### config.mk
export PLATFORM = sky130hd
export DESIGN_NAME = protobuf_field_scanner_core_flat
export DESIGN_NICKNAME = d
export VERILOG_FILES = /design/src/hdl/pfs_pkg.sv /design/src/hdl/pfs_byte_if.sv /design/src/hdl/pfs_result_if.sv /design/src/hdl/pfs_apb_regs.sv /design/src/hdl/pfs_scanner.sv /design/src/hdl/protobuf_field_scanner_core.sv /design/src/flat_wrapper.sv
export VERILOG_INCLUDE_DIRS = /design/src /design/src/hdl
export SDC_FILE = /design/constraint.sdc
export NUM_CORES = 1
export LEC_CHECK = 0
export BUFFER_PORTS_ARGS = -buffer_cell sky130_fd_sc_hd__buf_2
export CORE_MARGIN = 2
export CORE_UTILIZATION = 55
export CTS_CLUSTER_SIZE = 20
export DETAILED_ROUTE_END_ITERATION = 8
export HOLD_SLACK_MARGIN = 0.15
export PLACE_DENSITY = 0.76
export SYNTH_ARGS = -nofsm -noshare
export SYNTH_HDL_FRONTEND = slang
export SYNTH_SLANG_ARGS = --single-unit
### constraint.sdc
create_clock -name clk -period 3.65 [get_ports clk]
set_input_delay 1.095 -clock clk [delete_from_list [all_inputs] [get_ports clk]]
set_output_delay 1.095 -clock clk [all_outputs]
set_load 0.01 [all_outputs]
### src/hdl/protobuf_field_scanner_core_assert.svh
// Assertion macros shared by the scanner core.
`ifndef PROTOBUF_FIELD_SCANNER_CORE_ASSERT_SVH
`define PROTOBUF_FIELD_SCANNER_CORE_ASSERT_SVH

// Same-cycle implication, sampled on clk, held off during reset.
`define PFS_ASSERT_NOW(label, ante, cons) \
    label: assert property (@(posedge clk) disable iff (!rst_n) (ante) |-> (cons)) \
        else $error("scanner check failed");

// Next-cycle implication, sampled on clk, held off during reset.
`define PFS_ASSERT_NEXT(label, ante, cons) \
    label: assert property (@(posedge clk) disable iff (!rst_n) (ante) |=> (cons)) \
        else $error("scanner check failed");

`endif

### src/hdl/pfs_pkg.sv
// Types and constants of the protobuf field scanner.
package pfs_pkg;

    // Scan phase, one-hot.
    typedef enum logic [4:0] {
        PH_KEY    = 5'b00001,
        PH_VARINT = 5'b00010,
        PH_SKIP   = 5'b00100,
        PH_LENGTH = 5'b01000,
        PH_ERROR  = 5'b10000
    } phase_t;

    // Wire types carried in the low three key bits.
    localparam logic [2:0] WT_VARINT  = 3'd0;
    localparam logic [2:0] WT_FIXED64 = 3'd1;
    localparam logic [2:0] WT_LENGTH  = 3'd2;
    localparam logic [2:0] WT_FIXED32 = 3'd5;

    localparam int FIXED64_BYTES = 8;
    localparam int FIXED32_BYTES = 4;

    // Length varint group handling.
    localparam logic [5:0] SHIFT_STEP  = 6'd7;
    localparam logic [5:0] SHIFT_LIMIT = 6'd56;
    localparam logic [5:0] SHIFT_SAT   = 6'd63;

    // Result status codes.
    localparam logic [1:0] STATUS_OK        = 2'd0;
    localparam logic [1:0] STATUS_BAD_WIRE  = 2'd1;
    localparam logic [1:0] STATUS_TRUNCATED = 2'd2;

    // Configuration space.
    localparam int         ADDR_WIDTH        = 3;
    localparam logic       REG_COUNTED_FIELD = 1'b0;
    localparam int         FIELD_WIDTH       = 4;
    localparam logic [3:0] FIELD_RESET       = 4'd1;

    typedef struct packed {
        logic [31:0] payload_count;
        logic [1:0]  status;
    } result_t;

endpackage

### src/hdl/pfs_byte_if.sv
// Input byte stream channel.
interface pfs_byte_if;
    logic       valid;
    logic       ready;
    logic [7:0] data_byte;
    logic       last;

    modport source (output valid, output data_byte, output last, input ready);
    modport sink (input valid, input data_byte, input last, output ready);
endinterface

### src/hdl/pfs_result_if.sv
// Result channel: count and status of one message.
interface pfs_result_if;
    logic        valid;
    logic        ready;
    logic [31:0] payload_count;
    logic [1:0]  status;

    modport source (output valid, output payload_count, output status, input ready);
    modport sink (input valid, input payload_count, input status, output ready);
endinterface

### src/hdl/pfs_apb_regs.sv
// APB configuration register: counted field number.
module pfs_apb_regs
(
    input  logic                             clk,
    input  logic                             rst_n,
    input  logic                             psel,
    input  logic                             penable,
    input  logic                             pwrite,
    input  logic [pfs_pkg::ADDR_WIDTH-1:0]   paddr,
    input  logic [31:0]                      pwdata,
    output logic [31:0]                      prdata,
    output logic                             pready,
    output logic [pfs_pkg::FIELD_WIDTH-1:0]  counted_field
);

    logic                             field_hit;
    logic [pfs_pkg::FIELD_WIDTH-1:0]  field_reg;
    logic [pfs_pkg::FIELD_WIDTH-1:0]  field_next;

    // word index sits above the byte offset
    assign field_hit = (paddr[pfs_pkg::ADDR_WIDTH-1] == pfs_pkg::REG_COUNTED_FIELD);

    always_comb
    begin
        field_next = field_reg;
        if (psel && penable && pwrite && field_hit)
        begin
            field_next = pwdata[pfs_pkg::FIELD_WIDTH-1:0];
        end
    end

    always_ff @(posedge clk or negedge rst_n)
    begin
        if (!rst_n)
        begin
            field_reg <= pfs_pkg::FIELD_RESET;
        end
        else
        begin
            field_reg <= field_next;
        end
    end

    assign pready        = 1'b1;
    assign prdata        = field_hit ? {{(32-pfs_pkg::FIELD_WIDTH){1'b0}}, field_reg} : 32'd0;
    assign counted_field = field_reg;

endmodule

### src/hdl/pfs_scanner.sv
// Scan state registers and the per-byte update.
module pfs_scanner #(
    parameter int COUNT_WIDTH  = 32,
    parameter int LENGTH_WIDTH = 32
)
(
    input  logic                             clk,
    input  logic                             rst_n,
    input  logic                             accept,
    input  logic [7:0]                       data_byte,
    input  logic                             last,
    input  logic [pfs_pkg::FIELD_WIDTH-1:0]  counted_field,
    output logic                             result_valid,
    output pfs_pkg::result_t                 result
);

    pfs_pkg::phase_t          phase_reg, phase_next, phase_step;
    logic [LENGTH_WIDTH-1:0]  skip_reg, skip_next, skip_step;
    logic [LENGTH_WIDTH-1:0]  len_reg, len_next, len_step;
    logic [5:0]               shift_reg, shift_next, shift_step;
    logic [COUNT_WIDTH-1:0]   count_reg, count_next, count_step;

    logic [LENGTH_WIDTH-1:0]  group_placed;
    logic [LENGTH_WIDTH-1:0]  len_acc;
    logic [LENGTH_WIDTH-1:0]  skip_dec;
    logic [63:0]              count_wide;
    logic                     key_match;

    assign key_match    = ({1'b0, counted_field} == data_byte[7:3]);
    assign group_placed = LENGTH_WIDTH'(data_byte[6:0]) << shift_reg;
    // a group at the saturated position is dropped
    assign len_acc      = len_reg | ((shift_reg != pfs_pkg::SHIFT_SAT) ? group_placed : '0);
    assign skip_dec     = (skip_reg != '0) ? skip_reg - LENGTH_WIDTH'(1) : skip_reg;

    always_comb
    begin
        phase_step = phase_reg;
        skip_step  = skip_reg;
        len_step   = len_reg;
        shift_step = shift_reg;
        count_step = count_reg;
        case (phase_reg)
            pfs_pkg::PH_KEY:
            begin
                case (data_byte[2:0])
                    pfs_pkg::WT_VARINT:
                    begin
                        phase_step = pfs_pkg::PH_VARINT;
                    end
                    pfs_pkg::WT_FIXED64:
                    begin
                        skip_step  = LENGTH_WIDTH'(pfs_pkg::FIXED64_BYTES);
                        phase_step = pfs_pkg::PH_SKIP;
                    end
                    pfs_pkg::WT_FIXED32:
                    begin
                        skip_step  = LENGTH_WIDTH'(pfs_pkg::FIXED32_BYTES);
                        phase_step = pfs_pkg::PH_SKIP;
                    end
                    pfs_pkg::WT_LENGTH:
                    begin
                        if (key_match && (count_reg != '1))
                        begin
                            count_step = count_reg + COUNT_WIDTH'(1);
                        end
                        len_step   = '0;
                        shift_step = '0;
                        phase_step = pfs_pkg::PH_LENGTH;
                    end
                    default:
                    begin
                        phase_step = pfs_pkg::PH_ERROR;
                    end
                endcase
            end
            pfs_pkg::PH_VARINT:
            begin
                if (!data_byte[7])
                begin
                    phase_step = pfs_pkg::PH_KEY;
                end
            end
            pfs_pkg::PH_SKIP:
            begin
                skip_step = skip_dec;
                if (skip_dec == '0)
                begin
                    phase_step = pfs_pkg::PH_KEY;
                end
            end
            pfs_pkg::PH_LENGTH:
            begin
                len_step   = len_acc;
                shift_step = (shift_reg > pfs_pkg::SHIFT_LIMIT) ? pfs_pkg::SHIFT_SAT
                                                                : shift_reg + pfs_pkg::SHIFT_STEP;
                if (!data_byte[7])
                begin
                    skip_step  = len_acc;
                    len_step   = '0;
                    shift_step = '0;
                    phase_step = (len_acc == '0) ? pfs_pkg::PH_KEY : pfs_pkg::PH_SKIP;
                end
            end
            default:
            begin
                phase_step = pfs_pkg::PH_ERROR;
            end
        endcase
    end

    // clear the whole scan at the end of a message
    always_comb
    begin
        if (last)
        begin
            phase_next = pfs_pkg::PH_KEY;
            skip_next  = '0;
            len_next   = '0;
            shift_next = '0;
            count_next = '0;
        end
        else
        begin
            phase_next = phase_step;
            skip_next  = skip_step;
            len_next   = len_step;
            shift_next = shift_step;
            count_next = count_step;
        end
    end

    always_ff @(posedge clk or negedge rst_n)
    begin
        if (!rst_n)
        begin
            phase_reg <= pfs_pkg::PH_KEY;
            skip_reg  <= '0;
            len_reg   <= '0;
            shift_reg <= '0;
            count_reg <= '0;
        end
        else if (accept)
        begin
            phase_reg <= phase_next;
            skip_reg  <= skip_next;
            len_reg   <= len_next;
            shift_reg <= shift_next;
            count_reg <= count_next;
        end
    end

    assign count_wide   = 64'(count_step);
    assign result_valid = accept && last;

    always_comb
    begin
        result.payload_count = (count_wide > 64'hFFFF_FFFF) ? 32'hFFFF_FFFF : count_wide[31:0];
        if (phase_step == pfs_pkg::PH_ERROR)
        begin
            result.status = pfs_pkg::STATUS_BAD_WIRE;
        end
        else if (phase_step != pfs_pkg::PH_KEY)
        begin
            result.status = pfs_pkg::STATUS_TRUNCATED;
        end
        else
        begin
            result.status = pfs_pkg::STATUS_OK;
        end
    end

endmodule

### src/hdl/protobuf_field_scanner_core.sv
// Protobuf field scanner core: one byte per cycle while ready, one result per message.
// Throughput: one byte per cycle while skid is free; the scan state updates in one pass.
// On the last accepted byte, the result registers into head, or skid if head stalls.
// A two-entry result buffer (head and skid) lets bytes flow while a result waits.
// Reset (rst_n low, async): scan goes to key phase, count clears, buffer empties,
// counted_field returns to 1.
module protobuf_field_scanner_core #(
    parameter int COUNT_WIDTH  = 32,
    parameter int LENGTH_WIDTH = 32
)
(
    input  logic                            clk,
    input  logic                            rst_n,
    pfs_byte_if.sink                        bytes,
    pfs_result_if.source                    results,
    input  logic                            psel,
    input  logic                            penable,
    input  logic                            pwrite,
    input  logic [pfs_pkg::ADDR_WIDTH-1:0]  paddr,
    input  logic [31:0]                     pwdata,
    output logic [31:0]                     prdata,
    output logic                            pready
);

`include "protobuf_field_scanner_core_assert.svh"

    logic                             accept;
    logic [pfs_pkg::FIELD_WIDTH-1:0]  counted_field;
    logic                             res_valid;
    pfs_pkg::result_t                 res;

    logic              head_valid_reg, head_valid_next;
    logic              skid_valid_reg, skid_valid_next;
    pfs_pkg::result_t  head_reg, head_next;
    pfs_pkg::result_t  skid_reg, skid_next;
    logic              push;
    logic              pop;

    // Configuration register block.
    pfs_apb_regs u_regs
    (
        .clk           (clk),
        .rst_n         (rst_n),
        .psel          (psel),
        .penable       (penable),
        .pwrite        (pwrite),
        .paddr         (paddr),
        .pwdata        (pwdata),
        .prdata        (prdata),
        .pready        (pready),
        .counted_field (counted_field)
    );

    // Take a byte whenever the skid entry is free; the head may still be waiting.
    assign bytes.ready = !skid_valid_reg;
    assign accept      = bytes.valid && bytes.ready;

    pfs_scanner #(
        .COUNT_WIDTH  (COUNT_WIDTH),
        .LENGTH_WIDTH (LENGTH_WIDTH)
    ) u_scanner
    (
        .clk           (clk),
        .rst_n         (rst_n),
        .accept        (accept),
        .data_byte     (bytes.data_byte),
        .last          (bytes.last),
        .counted_field (counted_field),
        .result_valid  (res_valid),
        .result        (res)
    );

    assign push = res_valid;
    assign pop  = head_valid_reg && results.ready;

    // Result buffer: head drives the port, skid catches a result while head stalls.
    always_comb
    begin
        head_valid_next = head_valid_reg;
        skid_valid_next = skid_valid_reg;
        head_next       = head_reg;
        skid_next       = skid_reg;
        if (skid_valid_reg)
        begin
            // no push possible here: ready is low while skid holds a result
            if (pop)
            begin
                head_next       = skid_reg;
                skid_valid_next = 1'b0;
            end
        end
        else if (push)
        begin
            if (!head_valid_reg || pop)
            begin
                head_next       = res;
                head_valid_next = 1'b1;
            end
            else
            begin
                skid_next       = res;
                skid_valid_next = 1'b1;
            end
        end
        else if (pop)
        begin
            head_valid_next = 1'b0;
        end
    end

    always_ff @(posedge clk or negedge rst_n)
    begin
        if (!rst_n)
        begin
            head_valid_reg <= 1'b0;
            skid_valid_reg <= 1'b0;
        end
        else
        begin
            head_valid_reg <= head_valid_next;
            skid_valid_reg <= skid_valid_next;
        end
    end

    // Payload registers hold without reset.
    always_ff @(posedge clk)
    begin
        head_reg <= head_next;
        skid_reg <= skid_next;
    end

    assign results.valid         = head_valid_reg;
    assign results.payload_count = head_reg.payload_count;
    assign results.status        = head_reg.status;

    `PFS_ASSERT_NOW(a_skid_behind_head, skid_valid_reg, head_valid_reg)
    `PFS_ASSERT_NEXT(a_stalled_push_to_skid, push && head_valid_reg && !pop, skid_valid_reg)
    `PFS_ASSERT_NEXT(a_drain_empties, pop && !skid_valid_reg && !push, !head_valid_reg)
    `PFS_ASSERT_NOW(a_status_code, head_valid_reg, head_reg.status != 2'd3)

endmodule
### src/flat_wrapper.sv
// flat-port wrapper written by rule: the top's interface ports become plain ports
module protobuf_field_scanner_core_flat 
#(
    parameter int COUNT_WIDTH  = 32,
    parameter int LENGTH_WIDTH = 32
)
  (clk, rst_n, psel, penable, pwrite, paddr, pwdata, prdata, pready, bytes_valid, bytes_data_byte, bytes_last, bytes_ready, results_valid, results_payload_count, results_status, results_ready);
  pfs_byte_if bytes_i ();
  pfs_result_if results_i ();
  input  logic clk;
  input  logic rst_n;
  input  logic psel;
  input  logic penable;
  input  logic pwrite;
  input  logic [pfs_pkg::ADDR_WIDTH-1:0] paddr;
  input  logic [31:0] pwdata;
  output logic [31:0] prdata;
  output logic pready;
  input wire logic [$bits(bytes_i.valid)-1:0] bytes_valid;
  input wire logic [$bits(bytes_i.data_byte)-1:0] bytes_data_byte;
  input wire logic [$bits(bytes_i.last)-1:0] bytes_last;
  output wire logic [$bits(bytes_i.ready)-1:0] bytes_ready;
  output wire logic [$bits(results_i.valid)-1:0] results_valid;
  output wire logic [$bits(results_i.payload_count)-1:0] results_payload_count;
  output wire logic [$bits(results_i.status)-1:0] results_status;
  input wire logic [$bits(results_i.ready)-1:0] results_ready;
  assign bytes_i.valid = bytes_valid;
  assign bytes_i.data_byte = bytes_data_byte;
  assign bytes_i.last = bytes_last;
  assign bytes_ready = bytes_i.ready;
  assign results_valid = results_i.valid;
  assign results_payload_count = results_i.payload_count;
  assign results_status = results_i.status;
  assign results_i.ready = results_ready;
  protobuf_field_scanner_core #(.COUNT_WIDTH(COUNT_WIDTH), .LENGTH_WIDTH(LENGTH_WIDTH)) u_core (.clk(clk), .rst_n(rst_n), .bytes(bytes_i), .results(results_i), .psel(psel), .penable(penable), .pwrite(pwrite), .paddr(paddr), .pwdata(pwdata), .prdata(prdata), .pready(pready));
endmodule
==> key figures <==
Floorplan
  – Die Wd: ~140 um
  – Die height: about 140 um
  – Initial Utilization: 0.5612
  – Number of I/O pins: 120
  – Core footprint: between 15000 and 20000 sq um
  – Die ar.: just over 20000 sq um
  – Placement Rows: 50

Min path
  – Hold-critical path endpoint: u_core.u_scanner.len_reg[16]$_DFFE_PN0P_
  – Hold depth: 1
  – Worst hold path class: register to register
  – Hold Startpoint: u_core.u_scanner.len_reg[16]$_DFFE_PN0P_

Yosys
  – #FFs+latches synth: ~180
  – FFs w/ async S/R, synth: 0.6243
  – Mapped Cells: 1072
  – Synth unique cells: 84
  – Top cell type's share of synthesized area: 0.2646
  – Synth warn: 0
  – Post-synth EDFFs: 68
  – Synth Cell Area: 10500 sq um
  – Leading area contributor after synthesis: dfrtp_1
  – Register area share after synthesis: 0.4641
  – Synth Flop Type: dfrtp_1
  – Syn_area_per_cell: between 9 and 10 sq um
  – Synth top area cells: dfrtp_1 (26%), edfxtp_1 (19%), mux2_2 (4.6%)

Place
  – Cell area after placement: ~11000 sq um
  – Input/output buffers: 60
  – Hpwl dp: ~20000 um
  – Placer congestion estimate: ~0.95

Critical path
  – R2R Path End: u_core.u_scanner.phase_reg[2]$_DFFE_PN0P_
  – Setup CP Type: primary input to register
  – Cell depth of the worst flop-to-flop path: 12
  – Worst Path Max Fanout: 4
  – Reg2reg start: u_core.u_scanner.skip_reg[0]$_DFFE_PN0P_
  – Worst setup EP type: register
  – Worst setup SP type: primary input
  – Required time of the worst setup path: 3.95 ns
  – Worst Path Arrival: 3.82 ns
  – R2R Setup Slk: between 0.2 and 0.3 ns

Clock tree
  – CTS Buffer Depth: 2
  – Clk_lat worst skew: around 0.45 ns
  – H-tree depth: 4
  – CTS hold repair buffers: 0
  – Root Driver: clkbuf_16
  – # Post-CTS Setup Buffers: 0
  – Clk sink count: between 150 and 200
  – Clock buffer count from CTS: 17
  – CTS tree: done
  – Clock slew at reported path FFs: 0.07 ns
  – Cells resized by post-CTS repair: 0

Timing
  – Final Cycle Share: 0.9649
  – Worst-Margin Slew: 1.121 ns
  – Final setup vio count: 0
  – Slew Limit Fails: 0
  – Crit path time final: 3.522 ns
  – Fin Setup TNS: 0 ns
  – Fin. Hold Viols: 0
  – RSZ-0062 raised after global routing: no
  – Max Freq: about 280 MHz
  – Post-Route Skew: 0.01463 ns
  – Rel. slew slack: 0.2478

GRT
  – First-pass GRT wire length: ~45000 um
  – Gr usage total: 0.2857
  – Total gr overflow: 0
  – Initial antenna violation count: 0
  – Vias in the first global route: about 8500
  – Largest net degree at the start of global routing: between 80 and 90

Route
  – ANT nets after route: 0
  – Via count: approximately 9100
  – Via density: approximately 6.5
  – DR pass1 iterations: 5
  – DRT Wirelength: approximately 28000 um
  – Detailed-route DRC error count: 0
  – WL/cell: approximately 20 um
  – DRT iter0 DRCs: 990

Power and ir drop
  – Tot Pwr: 5395 uW
  – Leak pwr: between 0.004 and 0.005 uW
  – Maximum vdd drop: about 0.00047 V
  – P per Cell Area: 452.2 nW/um^2

Finish
  – Post-route design area: 11930 sq um
  – P&R area growth vs syn: 13.65%
  – Final net count: about 1200
  – Most frequent cells in the layout: dfrtp_1 (111), nor2_1 (86), o21ai_0 (81)
  – Leading cell type in the layout, fill and taps excluded: dfrtp_1
  – Number of flip-flops under the largest register name: 34
  – Antenna diodes: 0
  – Layout cells sized above 1: 0.2114
  – Layout Utilization: 0.6378

Job
  – Max-Cap Viols: 0

Status
  – Status: finished, final reports clean
## power breakdown
group	total, uW	leakage [uW]	internal [uW]	switching (uW)
registers	2350	0.00218	2280	69.9
clock network	1820	0.000285	921	901
logic	1220	0.00253	478	741
total	5400	0.00500	3680	1710
## layout make-up
| class | instances | area, sq um |
|---|---|---|
| fill | 1513 | 6775 |
| multi-input combinational | 807 | 5200 |
| sequential | 181 | 4872 |
| timing repair buffer | 140 | 928.4 |
| clock buffer | 18 | 429.2 |
| tap | 234 | 292.8 |
| clock inverter | 14 | 158.9 |
| inverter | 13 | 48.80 |
## logic make-up after synthesis
family | after synthesis | share of synthesized area
AOI/OAI and AO/OA | 325 | 0.2038
xor gates and xnor gates | 47 | 0.03921
adders and majority gates | 3 | 0.003576
buffers and inverters | 111 | 0.05209
DFF | 181 | 0.4641
muxes | 53 | 0.06043
other | 2 | 0.0007154
and+or+nand+nor | 350 | 0.1760
## through the flow
stage	instances	worst slack (ns)	hold slack, ns
3_5_place_dp	1375	-0.2979	0.4927
2_1_floorplan	1099	0.04785	0.4635
5_1_grt	1407	0.02966	0.5468
4_1_cts	1407	0.1531	0.5133
6_report	1407	0.1281	0.5121
3_3_place_gp	1375	-0.2726	0.4913
## how the worst max path moves through the flow
stage / start / endpoint / slack, ns / cells after the start
global route: bytes_data_byte[3] / u_core.results.status[1]$_DFFE_PP_ / 0.03 / 9
floorplan: bytes_data_byte[2] / u_core.results.payload_count[25]$_DFFE_PP_ / 0.05 / 9
global placement: bytes_data_byte[3] / u_core.results.status[1]$_DFFE_PP_ / -0.27 / 9
finish: bytes_data_byte[3] / u_core.u_scanner.phase_reg[2]$_DFFE_PN0P_ / 0.13 / 9
detailed placement: bytes_data_byte[3] / u_core.results.status[1]$_DFFE_PP_ / -0.30 / 9
CTS: bytes_data_byte[3] / u_core.results.status[1]$_DFFE_PP_ / 0.15 / 9
## cells in the mapped netlist, types with 26 or more instances
cell type	number
dfrtp_1	111
nor2_1	87
o21ai_0	81
a21oi_1	77
edfxtp_1	68
nand2_1	66
clkbuf_1	49
mux2_2	43
xnor2_1	33
a22o_1	32
nand3_1	30
buf_4	29
nor3_1	26
## metal layers
layer  GRT usage  wire (um)
met5           0          0
met1      0.3906      11890
met2      0.4605      13470
met4      0.1111        884
met3     0.04509       1947
## critical path: stages
cell and delay [ns]:
buf_2 0.12, mux4_2 0.53, and2_1 0.16, o32ai_1 0.36
nand4b_1 0.16, or4_1 0.50, or3_1 0.45, a41oi_1 0.29
o211ai_1 0.14
(Power assumes the default switching activity.)
